==> config.mk <==
export PLATFORM = sky130hd
export DESIGN_NAME = volume_ray_pick_selector
export DESIGN_NICKNAME = d
export VERILOG_FILES = /design/src/hdl/vrps_pkg.sv /design/src/hdl/volume_ray_pick_selector.sv
export SDC_FILE = /design/constraint.sdc
export NUM_CORES = 2
export LEC_CHECK = 0
export BUFFER_PORTS_ARGS = -buffer_cell sky130_fd_sc_hd__buf_2
export CAP_MARGIN = 10
export CORE_AREA = 3 3 416 418
export DETAILED_ROUTE_END_ITERATION = 12
export DIE_AREA = 0 0 419 421
export PLACE_DENSITY = 0.81
export SLEW_MARGIN = 20
export SYNTH_ARGS = -nofsm -noshare
export SYNTH_HDL_FRONTEND = slang
export SYNTH_SLANG_ARGS = --single-unit
==> constraint.sdc <==
create_clock -name clk -period 31.8 [get_ports clk]
set_input_delay 6.36 -clock clk [delete_from_list [all_inputs] [get_ports clk]]
set_output_delay 6.36 -clock clk [all_outputs]
set_load 0.01 [all_outputs]
==> src/hdl/vrps_pkg.sv <==
// ----------------------------------------------------------------------------
// vrps_pkg
// Shared types and constants for the ray pick selector: item structs,
// register indexes, pick mode codes and table geometry.
// ----------------------------------------------------------------------------
package vrps_pkg;

  localparam int TABLE_DEPTH  = 256;
  localparam int TABLE_AW     = $clog2(TABLE_DEPTH);
  localparam int SCALAR_BITS  = 16;
  localparam int SAMPLE_BITS  = 12;
  localparam int OPACITY_BITS = 8;
  localparam int ALPHA_BITS   = 16;
  localparam int METRIC_BITS  = 17;
  localparam int SCALE_BITS   = 24;
  localparam int SCALE_FRAC   = 16;
  localparam int MODE_BITS    = 2;
  localparam int CFG_AW       = 2;
  localparam int CFG_DW       = 24;

  // configuration register indexes
  localparam logic [CFG_AW-1:0] REG_PICK_MODE   = 2'd0;
  localparam logic [CFG_AW-1:0] REG_SCALAR_MIN  = 2'd1;
  localparam logic [CFG_AW-1:0] REG_INDEX_SCALE = 2'd2;

  // pick modes
  localparam logic [MODE_BITS-1:0] MODE_MAX_INTENSITY = 2'd0;
  localparam logic [MODE_BITS-1:0] MODE_FIRST_HIT     = 2'd1;
  localparam logic [MODE_BITS-1:0] MODE_MAX_OPACITY   = 2'd2;
  localparam logic [MODE_BITS-1:0] MODE_MOST_CONTRIB  = 2'd3;

  // request types
  localparam logic REQ_TABLE_WRITE = 1'b0;
  localparam logic REQ_SAMPLE      = 1'b1;

  localparam logic [SCALE_BITS-1:0] INDEX_SCALE_RESET = 24'd256;

  typedef struct packed {
    logic                    req_type;
    logic [TABLE_AW-1:0]     table_addr;
    logic [OPACITY_BITS-1:0] opacity_byte;
    logic [SCALAR_BITS-1:0]  scalar;
    logic [SAMPLE_BITS-1:0]  sample_index;
    logic                    last_sample;
  } in_item_t;

  typedef struct packed {
    logic [SAMPLE_BITS-1:0] picked_index;
    logic                   hit_found;
  } out_item_t;

endpackage

==> src/hdl/volume_ray_pick_selector.sv <==
// ----------------------------------------------------------------------------
// volume_ray_pick_selector
// Table write items do not hold the input side; ray sample items first read
// the opacity table into a register, then do alpha multiply and best update.
// A last sample's result goes to the output register from the pick state,
// later while an earlier result still waits; the input stalls during that wait.
// Reset clears per-ray state and registers; the opacity table is not cleared.
// ----------------------------------------------------------------------------
module volume_ray_pick_selector (
  input  logic                                clk,
  input  logic                                rst_n,
  input  logic                                in_valid,
  output logic                                in_ready,
  input  vrps_pkg::in_item_t                  in_data,
  output logic                                out_valid,
  input  logic                                out_ready,
  output vrps_pkg::out_item_t                 out_data,
  input  logic                                cfg_we,
  input  logic [vrps_pkg::CFG_AW-1:0]         cfg_addr,
  input  logic [vrps_pkg::CFG_DW-1:0]         cfg_wdata
);

  typedef enum logic {ST_IDLE, ST_PICK} state_t;

  localparam int PROD_W = vrps_pkg::SCALAR_BITS + vrps_pkg::SCALE_BITS;
  localparam int AMUL_W = vrps_pkg::ALPHA_BITS + vrps_pkg::ALPHA_BITS + 1;

  state_t state_r, state_nxt;

  logic [vrps_pkg::MODE_BITS-1:0]    pick_mode_r, pick_mode_nxt;
  logic [vrps_pkg::SCALAR_BITS-1:0]  scalar_min_r, scalar_min_nxt;
  logic [vrps_pkg::SCALE_BITS-1:0]   index_scale_r, index_scale_nxt;

  logic [vrps_pkg::METRIC_BITS-1:0]  best_metric_r, best_metric_nxt;
  logic [vrps_pkg::SAMPLE_BITS-1:0]  best_index_r, best_index_nxt;
  logic                              have_best_r, have_best_nxt;
  logic                              first_hit_done_r, first_hit_done_nxt;
  logic [vrps_pkg::ALPHA_BITS-1:0]   acc_alpha_r, acc_alpha_nxt;

  logic                              out_valid_r, out_valid_nxt;
  vrps_pkg::out_item_t               out_data_r, out_data_nxt;

  vrps_pkg::in_item_t                item_r;

  logic [vrps_pkg::OPACITY_BITS-1:0] opacity_mem [vrps_pkg::TABLE_DEPTH];
  logic [vrps_pkg::OPACITY_BITS-1:0] rdata_r;

  logic                              accept;
  logic                              tbl_we;
  logic                              tbl_re;
  logic [vrps_pkg::SCALAR_BITS-1:0]  diff;
  logic [PROD_W-1:0]                 prod;
  logic [vrps_pkg::TABLE_AW-1:0]     tbl_raddr;

  logic [vrps_pkg::ALPHA_BITS-1:0]   alpha_a;
  logic [vrps_pkg::ALPHA_BITS:0]     one_minus;
  logic [AMUL_W-1:0]                 amul;
  logic [vrps_pkg::METRIC_BITS-1:0]  inc;
  logic                              take;
  logic [vrps_pkg::METRIC_BITS-1:0]  metric;
  logic                              out_free;
  logic                              pick_go;

  assign in_ready  = (state_r == ST_IDLE);
  assign accept    = in_valid && in_ready;
  assign tbl_we    = accept && (in_data.req_type == vrps_pkg::REQ_TABLE_WRITE);
  assign tbl_re    = accept && (in_data.req_type == vrps_pkg::REQ_SAMPLE);
  assign out_valid = out_valid_r;
  assign out_data  = out_data_r;

  // table index from the incoming scalar, saturated to the table end
  always_comb begin
    diff = (in_data.scalar > scalar_min_r) ? (in_data.scalar - scalar_min_r) : '0;
    prod = PROD_W'(diff) * PROD_W'(index_scale_r);
    if (|prod[PROD_W-1:vrps_pkg::SCALE_FRAC+vrps_pkg::TABLE_AW]) begin
      tbl_raddr = '1;
    end else begin
      tbl_raddr = prod[vrps_pkg::SCALE_FRAC +: vrps_pkg::TABLE_AW];
    end
  end

  // opacity table: one write or one read per cycle while the input is ready, read data registered
  always_ff @(posedge clk) begin
    if (tbl_we) begin
      opacity_mem[in_data.table_addr] <= in_data.opacity_byte;
    end
    if (tbl_re) begin
      rdata_r <= opacity_mem[tbl_raddr];
    end
  end

  always_ff @(posedge clk) begin
    if (accept) begin
      item_r <= in_data;
    end
  end

  // front-to-back alpha increment: byte * 257 is the Q0.16 alpha
  always_comb begin
    alpha_a   = {rdata_r, rdata_r};
    one_minus = {1'b1, {vrps_pkg::ALPHA_BITS{1'b0}}} - {1'b0, acc_alpha_r};
    amul      = AMUL_W'(alpha_a) * AMUL_W'(one_minus);
    inc       = amul[AMUL_W-1:vrps_pkg::ALPHA_BITS];
  end

  always_comb begin
    out_free = !out_valid_r || out_ready;
    pick_go  = (state_r == ST_PICK) && (!item_r.last_sample || out_free);

    state_nxt          = state_r;
    pick_mode_nxt      = pick_mode_r;
    scalar_min_nxt     = scalar_min_r;
    index_scale_nxt    = index_scale_r;
    best_metric_nxt    = best_metric_r;
    best_index_nxt     = best_index_r;
    have_best_nxt      = have_best_r;
    first_hit_done_nxt = first_hit_done_r;
    acc_alpha_nxt      = acc_alpha_r;
    out_valid_nxt      = out_valid_r && !out_ready;
    out_data_nxt       = out_data_r;
    take               = 1'b0;
    metric             = '0;

    if (cfg_we) begin
      case (cfg_addr)
        vrps_pkg::REG_PICK_MODE:   pick_mode_nxt   = cfg_wdata[vrps_pkg::MODE_BITS-1:0];
        vrps_pkg::REG_SCALAR_MIN:  scalar_min_nxt  = cfg_wdata[vrps_pkg::SCALAR_BITS-1:0];
        vrps_pkg::REG_INDEX_SCALE: index_scale_nxt = cfg_wdata;
        default: ;
      endcase
    end

    case (state_r)
      ST_IDLE: begin
        if (tbl_re) begin
          state_nxt = ST_PICK;
        end
      end
      ST_PICK: begin
        if (pick_go) begin
          case (pick_mode_r)
            vrps_pkg::MODE_MAX_INTENSITY: begin
              metric = vrps_pkg::METRIC_BITS'(item_r.scalar);
              take   = !have_best_r || (metric > best_metric_r);
            end
            vrps_pkg::MODE_FIRST_HIT: begin
              metric = vrps_pkg::METRIC_BITS'(rdata_r);
              take   = !first_hit_done_r && (rdata_r != '0);
              if (take) begin
                first_hit_done_nxt = 1'b1;
              end
            end
            vrps_pkg::MODE_MAX_OPACITY: begin
              metric = vrps_pkg::METRIC_BITS'(rdata_r);
              take   = !have_best_r || (metric > best_metric_r);
            end
            vrps_pkg::MODE_MOST_CONTRIB: begin
              metric        = inc;
              take          = !have_best_r || (inc > best_metric_r);
              acc_alpha_nxt = acc_alpha_r + inc[vrps_pkg::ALPHA_BITS-1:0];
            end
            default: ;
          endcase
          if (take) begin
            best_metric_nxt = metric;
            best_index_nxt  = item_r.sample_index;
            have_best_nxt   = 1'b1;
          end
          if (item_r.last_sample) begin
            out_valid_nxt             = 1'b1;
            out_data_nxt.hit_found    = have_best_nxt;
            out_data_nxt.picked_index = have_best_nxt ? best_index_nxt : '0;
            // ray done, start the next one clean
            best_metric_nxt    = '0;
            best_index_nxt     = '0;
            have_best_nxt      = 1'b0;
            first_hit_done_nxt = 1'b0;
            acc_alpha_nxt      = '0;
          end
          state_nxt = ST_IDLE;
        end
      end
      default: state_nxt = ST_IDLE;
    endcase
  end

  always_ff @(posedge clk) begin
    if (!rst_n) begin
      state_r          <= ST_IDLE;
      pick_mode_r      <= vrps_pkg::MODE_MAX_INTENSITY;
      scalar_min_r     <= '0;
      index_scale_r    <= vrps_pkg::INDEX_SCALE_RESET;
      best_metric_r    <= '0;
      best_index_r     <= '0;
      have_best_r      <= 1'b0;
      first_hit_done_r <= 1'b0;
      acc_alpha_r      <= '0;
      out_valid_r      <= 1'b0;
    end else begin
      state_r          <= state_nxt;
      pick_mode_r      <= pick_mode_nxt;
      scalar_min_r     <= scalar_min_nxt;
      index_scale_r    <= index_scale_nxt;
      best_metric_r    <= best_metric_nxt;
      best_index_r     <= best_index_nxt;
      have_best_r      <= have_best_nxt;
      first_hit_done_r <= first_hit_done_nxt;
      acc_alpha_r      <= acc_alpha_nxt;
      out_valid_r      <= out_valid_nxt;
    end
    out_data_r <= out_data_nxt;
  end

  a_sample_busy: assert property (@(posedge clk) disable iff (!rst_n)
    tbl_re |=> (state_r == ST_PICK))
    else $error("sample item did not enter the pick cycle");

  a_write_one_cycle: assert property (@(posedge clk) disable iff (!rst_n)
    tbl_we |=> in_ready)
    else $error("table write item held the input side");

  a_result_from_pick: assert property (@(posedge clk) disable iff (!rst_n)
    $rose(out_valid_r) |-> $past(state_r == ST_PICK))
    else $error("result appeared without a pick cycle");

  a_no_hit_index_zero: assert property (@(posedge clk) disable iff (!rst_n)
    (out_valid_r && !out_data_r.hit_found) |-> (out_data_r.picked_index == '0))
    else $error("nonzero picked index without a hit");

endmodule

=== After elaboration in Yosys (flattened, before gate mapping) ===
Memories as Yosys holds them, arrays and structs flattened. A register that Yosys moved wholly into a read port is not among the register bits.
Cells that the tools add are included.

* Bits of input ports: 77
* Word-level logic and storage cells: 92
* Flip-flop bits (word level): 133
* Output and inout bits: 15
* Memories kept: 1
* RAM bits: 2048

* Multiplexer cells: 27
* Reduce and logical (&&, ||, !) cells: 33
* Eq/ne operators: 5
* $add $sub $neg: 3
* $mul: 2
* Magnitude comparators: 4
* Bitwise operators: 2

{| class="wikitable"
|+ Memory list
! name !! depth !! width !! read ports !! clocked after memory_dff !! wr ports !! line !! text
|-
| opacity_mem || 256 || 8 || 1 || 1 || 1 || volume_ray_pick_selector.sv:45 || <nowiki>logic [vrps_pkg::OPACITY_BITS-1:0] opacity_mem [vrps_pkg::TABLE_DEPTH];</nowiki>
|}

{| class="wikitable"
|+ Operator list
! cell !! number
|-
| 17-bit one-hot mux with 3 select lines || 1
|-
| 16-bit two-way mux || 3
|-
| 16-bit by 24-bit multiplier with 40-bit output || 1
|-
| 17-bit two-way mux || 2
|-
| 16-bit by 17-bit multiplier with 33-bit output || 1
|-
| 12-bit two-way mux || 2
|-
| 16-bit by 17-bit greater-than comparator with 1-bit output || 1
|-
| 17-bit greater-than comparator || 1
|-
| 8-bit by 17-bit greater-than comparator with 1-bit output || 1
|-
| 17-bit by 16-bit subtractor with 17-bit output, first input constant || 1
|-
| 16-bit adder || 1
|-
| 16-bit greater-than comparator || 1
|-
| 1-bit two-way mux || 16
|-
| 16-bit OR reduction || 1
|-
| 16-bit subtractor || 1
|-
| 3-bit AND reduction || 3
|-
| 8-bit two-way mux || 1
|-
| 2-bit AND reduction || 4
|-
| 2-bit nonzero test || 4
|-
| 8-bit nonzero test || 1
|-
| 2-bit == test, second input constant || 3
|-
| 1-bit logical AND || 6
|-
| 1-bit zero test || 5
|-
| 1-bit logical OR || 5
|-
| 7 further kinds || 10
|}

=== Longest topological paths before layout ===
* Word-level depth: 11
* Depth in mapped cells: 53
* Depth with buffers taken out: 47

=== Least setup slack after synthesis ===
Ideal clock, no wire load.

* Kind: input port to flip-flop
* Start point: in in_data[14] (netlist bit)
* End point: reg rdata_r[5] (netlist bit) (read register of opacity_mem) (data pin)
* Data arrival time: 16.915 ns
* Slack: 14.625 ns
* Required time: 31.540 ns
* Buffers on the path: 5
* Stages: 47
* Setup time: 0.260 ns
* Path through: ha_1 > nor2b_1 > o21ai_0 > a21boi_0 > o21ai_0 > a21boi_0 > o21ai_0 > a21boi_0 > o21ai_0 > a21boi_0 > o21ai_0 > a21oi_1 > o21ai_0 > a21boi_0 > or4_1 > nand4_1 > clkbuf_1 > nand2_1 > [11 not listed] > nand3_1 > or4_4 > o41a_1 > o211ai_2 > a21oi_2 > or4_1 > a31oi_1 > or4b_4 > nor3_2 > buf_4 > nand3_2 > buf_2 > buf_2 > a221oi_1 > a221oi_1 > a22oi_1 > o32ai_1 > mux2_2

* Longest elaborated chain between the ends: 5
* Elaborated cells between the ends (all ways): 6
* Classes of those cells: add/sub (1); mul (1); order compare (1); mux (2); reduce/logical (1)

{| class="wikitable"
|+ Ends and longest elaborated chain
! what !! line !! text
|-
| start, declared || volume_ray_pick_selector.sv:14 || <nowiki>input vrps_pkg::in_item_t in_data,</nowiki>
|-
| 16-bit subtractor or 16-bit greater-than comparator (tied branches) || volume_ray_pick_selector.sv:73 || <nowiki>diff = (in_data.scalar > scalar_min_r) ? (in_data.scalar - scalar_min_r) : '0;</nowiki>
|-
| 16-bit two-way mux (*) || volume_ray_pick_selector.sv:73 ||
|-
| 16-bit by 24-bit multiplier with 40-bit output (*) || volume_ray_pick_selector.sv:74 || <nowiki>prod = PROD_W'(diff) * PROD_W'(index_scale_r);</nowiki>
|-
| 16-bit OR reduction || volume_ray_pick_selector.sv:75 || <nowiki>if (|prod[PROD_W-1:vrps_pkg::SCALE_FRAC+vrps_pkg::TABLE_AW]) begin</nowiki>
|-
| 8-bit two-way mux (*) || volume_ray_pick_selector.sv:75 ||
|-
| end, declared || volume_ray_pick_selector.sv:46 || <nowiki>logic [vrps_pkg::OPACITY_BITS-1:0] rdata_r;</nowiki>
|}

Mark *: on every way between the ends. The rest lies on a longest branch, timed or not.
A chain may end at the register's enable or synchronous reset.

=== Worst setup path in the final report ===
* Start point: in in_data[14] (netlist bit)
* End point: reg rdata_r[7] (netlist bit) (read register of opacity_mem) (data pin)

Same word-level chain as after synthesis.

==> impl_metrics.json <==
{
  "post_drt_wl_per_cell_um": 31.2,
  "p_leak_uw": 0.0433,
  "ioPinCount": 92,
  "nets": 9616,
  "syn_inst": 8773,
  "grt_antenna_before_repair": 33,
  "setup_viol": 0,
  "synthesis.nets": 9653,
  "first_iter_violations": 13700,
  "ys_async_sr_fraction": 0,
  "grt-ovfl-total": 0,
  "pwr-share-comb": 0.437,
  "status": "complete, no violations",
  "crit_top_cell": "o21ai_0",
  "end_kind": "flip-flop",
  "dieArea_um2": 176000,
  "max_freq_ghz": 0.0458,
  "routabilityCongestion": 0.987,
  "yosys_register_bits": 2189,
  "hold_violations": 0,
  "cp.required_ps": 32510,
  "numCtsBuffers": 205,
  "swShare": 0.431,
  "p_int_uw": 5690,
  "switchingPower_uw": 4310,
  "clk_path_buf_depth": 3,
  "start_kind": "input pin",
  "cp_data_arrival_time_ps": 22540,
  "maxCapViolCount": 0,
  "peakVddDrop_mv": 0.0924,
  "tritoncts": "done",
  "syn_area_um2": 110000,
  "synth_ff_type": "edfxtp_1",
  "num_vias": 78600,
  "cts-resized-gates": 0,
  "grt_max_degree": 132,
  "clockRootBuffer": "clkbuf_16",
  "initial_core_util": 0.650,
  "synth.area.top_cells": "edfxtp_1 (57%), fa_1 (9.3%), nand2_1 (4.7%), ha_1 (3.3%), inv_1 (2.4%)",
  "finalCriticalPeriod_ps": 21830,
  "worst_pin_slew_ps": 1330,
  "finalSetupTns_ps": 0,
  "ys_types": 104,
  "clk_pin_slew_ps": 60,
  "io_buffer_count": 91,
  "viasPerCell": 7.05,
  "dp.cells": 10700,
  "core_area_um2": 169000,
  "postLayoutCellArea_um2": 120000,
  "ys_seq_area_frac": 0.589,
  "slew_headroom": 0.110,
  "drive_gt1_frac": 0.0902,
  "clock_skew_ps": 63.8,
  "place_hpwl_um": 216000,
  "grt_setup_unrepaired": "no",
  "layout_common_cells": "edfxtp_1 (2098), nand2_1 (1373), inv_1 (707)",
  "dr.pass1.iters": 7,
  "clk_latency_ps": 890,
  "grt_pass1_vias": 76800,
  "postCtsHoldBufs": 0,
  "path_max_fanout": 110,
  "wl_um": 348000,
  "rrSetupSlack_ps": 15160,
  "p_clk_frac": 0.244,
  "placementRows": 151,
  "dpl_cell_area_um2": 113000,
  "syn_to_final_growth_pct": 8.67,
  "drc": 0,
  "grt_first_pass_wirelength_um": 506000,
  "powerDensity_nw_per_um2": 83.5,
  "yosys.area.top_type_share": 0.572,
  "htreeDepth": 4,
  "finalCritPeriodShare": 0.687,
  "slowest_stage": "a221oi_1",
  "crit_start": "in_data[14]",
  "critPathKind": "input pin to flip-flop",
  "r2r_start": "scalar_min_r[1]",
  "slowest_delay_ps": 830,
  "die_w_um": 419,
  "r2r-end": "rdata_r[7]",
  "detail-route-antenna-nets": 0,
  "grt_usage": 0.393,
  "synth_edf_count": 2098,
  "syn_avg_cell_area_um2": 12.6,
  "slew_violations": 0,
  "synth_largest_area_cell": "edfxtp_1",
  "final_common_cell": "edfxtp_1",
  "hp-class": "flip-flop to flip-flop",
  "die_h_um": 421,
  "sequentialPowerShare": 0.319,
  "endpoint": "rdata_r[7]",
  "clock_sinks": 2189,
  "cts_setup_buffers": 0,
  "reg2reg_depth": 46,
  "fin_cells": 11100,
  "yosys_warnings": 0
}
## per-stage QoR
stage / power, µW / utilization / worst slack [ps] / hold slack [ps]
finish: 10000 / 0.706 / 9970 / 479
global route: 10100 / 0.706 / 9490 / 495
CTS: 9670 / 0.705 / 10650 / 474
detailed placement: 7270 / 0.666 / 9890 / 463
global placement: 7190 / 0.666 / 10340 / 457
floorplan: 5590 / - / 14630 / 432
## state kept, by name (all words and copies together) (netlist names)
name and cells:
acc_alpha_r 16, best_index_r 12, best_metric_r 17, first_hit_done_r 1, have_best_r 1, index_scale_r 24, item_r 29, opacity_mem 2048
out_data 13, out_valid 1, pick_mode_r 2, rdata_r 8, scalar_min_r 16, state_r 1
## layer usage
metal,wire length [µm],global-route usage
met5,130,0.000820
met2,152000,0.571
met3,56600,0.147
met1,112000,0.494
met4,27900,0.263
## kinds of logic after synthesis
group / after synthesis / synth area share
simple gates: 2787 / 0.114
flops: 2189 / 0.589
compound gates: 1402 / 0.0879
buf+inv: 1210 / 0.0435
fa+ha+maj: 803 / 0.126
mux: 317 / 0.0345
xor+xnor: 65 / 0.00517
## Yosys cell counts, types with 18 or more instances
master / n
a222oi_1: 29
a32oi_1: 18
mux2i_1: 165
a221o_1: 24
a211oi_1: 66
dfxtp_1: 91
nand4_1: 45
a21oi_1: 274
xnor2_1: 48
a221oi_1: 64
a21o_1: 38
nor3_1: 59
nand2_1: 1378
a31oi_1: 138
edfxtp_1: 2098
buf_1: 46
buf_2: 116
and3_1: 85
o21a_1: 25
mux2_2: 111
fa_1: 514
and2_1: 308
mux4_2: 39
o21ai_0: 215
o211ai_1: 63
inv_1: 707
clkbuf_1: 318
nor2b_1: 41
a22o_1: 46
a311oi_1: 19
o221ai_1: 29
nand3_1: 303
a21boi_0: 58
ha_1: 289
o22ai_1: 50
nor2_1: 467
a2111oi_0: 19
a22oi_1: 67
## area by class of cell
type | count | area, µm²
Multi-Input combinational cell | 5374 | 40900
Timing Repair Buffer | 258 | 1890
Tap cell | 2218 | 2780
Clock buffer | 247 | 5350
Sequential cell | 2189 | 64800
Antenna cell | 27 | 67.6
Fill cell | 10900 | 49800
Clock inverter | 126 | 1220
Inverter | 708 | 2660
## power groups by stage
stage | clock [µW] | sequential, µW | combinational [µW]
2_1_floorplan | 0 | 3250 | 2350
3_3_place_gp | 0 | 3250 | 3940
3_5_place_dp | 0 | 3250 | 4020
4_1_cts | 2410 | 3190 | 4070
5_1_grt | 2520 | 3190 | 4420
6_report | 2440 | 3190 | 4370
## worst max-delay path, delay by kind of cell
| kind | cells | cell delay, ps |
|---|---|---|
| multiplexers | 1 | 310 |
| AND/OR/NAND/NOR | 13 | 5250 |
| AO/OA/AOI/OAI | 18 | 4930 |
| adder cells (fa/ha/maj) | 8 | 3640 |
| buffers and inverters | 6 | 1610 |
## how the worst min path moves through the flow
stage | to | depth (start not counted) | startpoint | slack (ps)
after floorplan | first_hit_done_r | 2 | first_hit_done_r | 430
after global placement | scalar_min_r[3] | 2 | scalar_min_r[3] | 460
after detailed placement | best_index_r[10] | 1 | best_index_r[10] | 460
after CTS | scalar_min_r[10] | 2 | scalar_min_r[10] | 470
after global routing | scalar_min_r[12] | 2 | scalar_min_r[12] | 490
final | best_index_r[5] | 1 | best_index_r[5] | 480
Power figures use the tool's default switching activity.
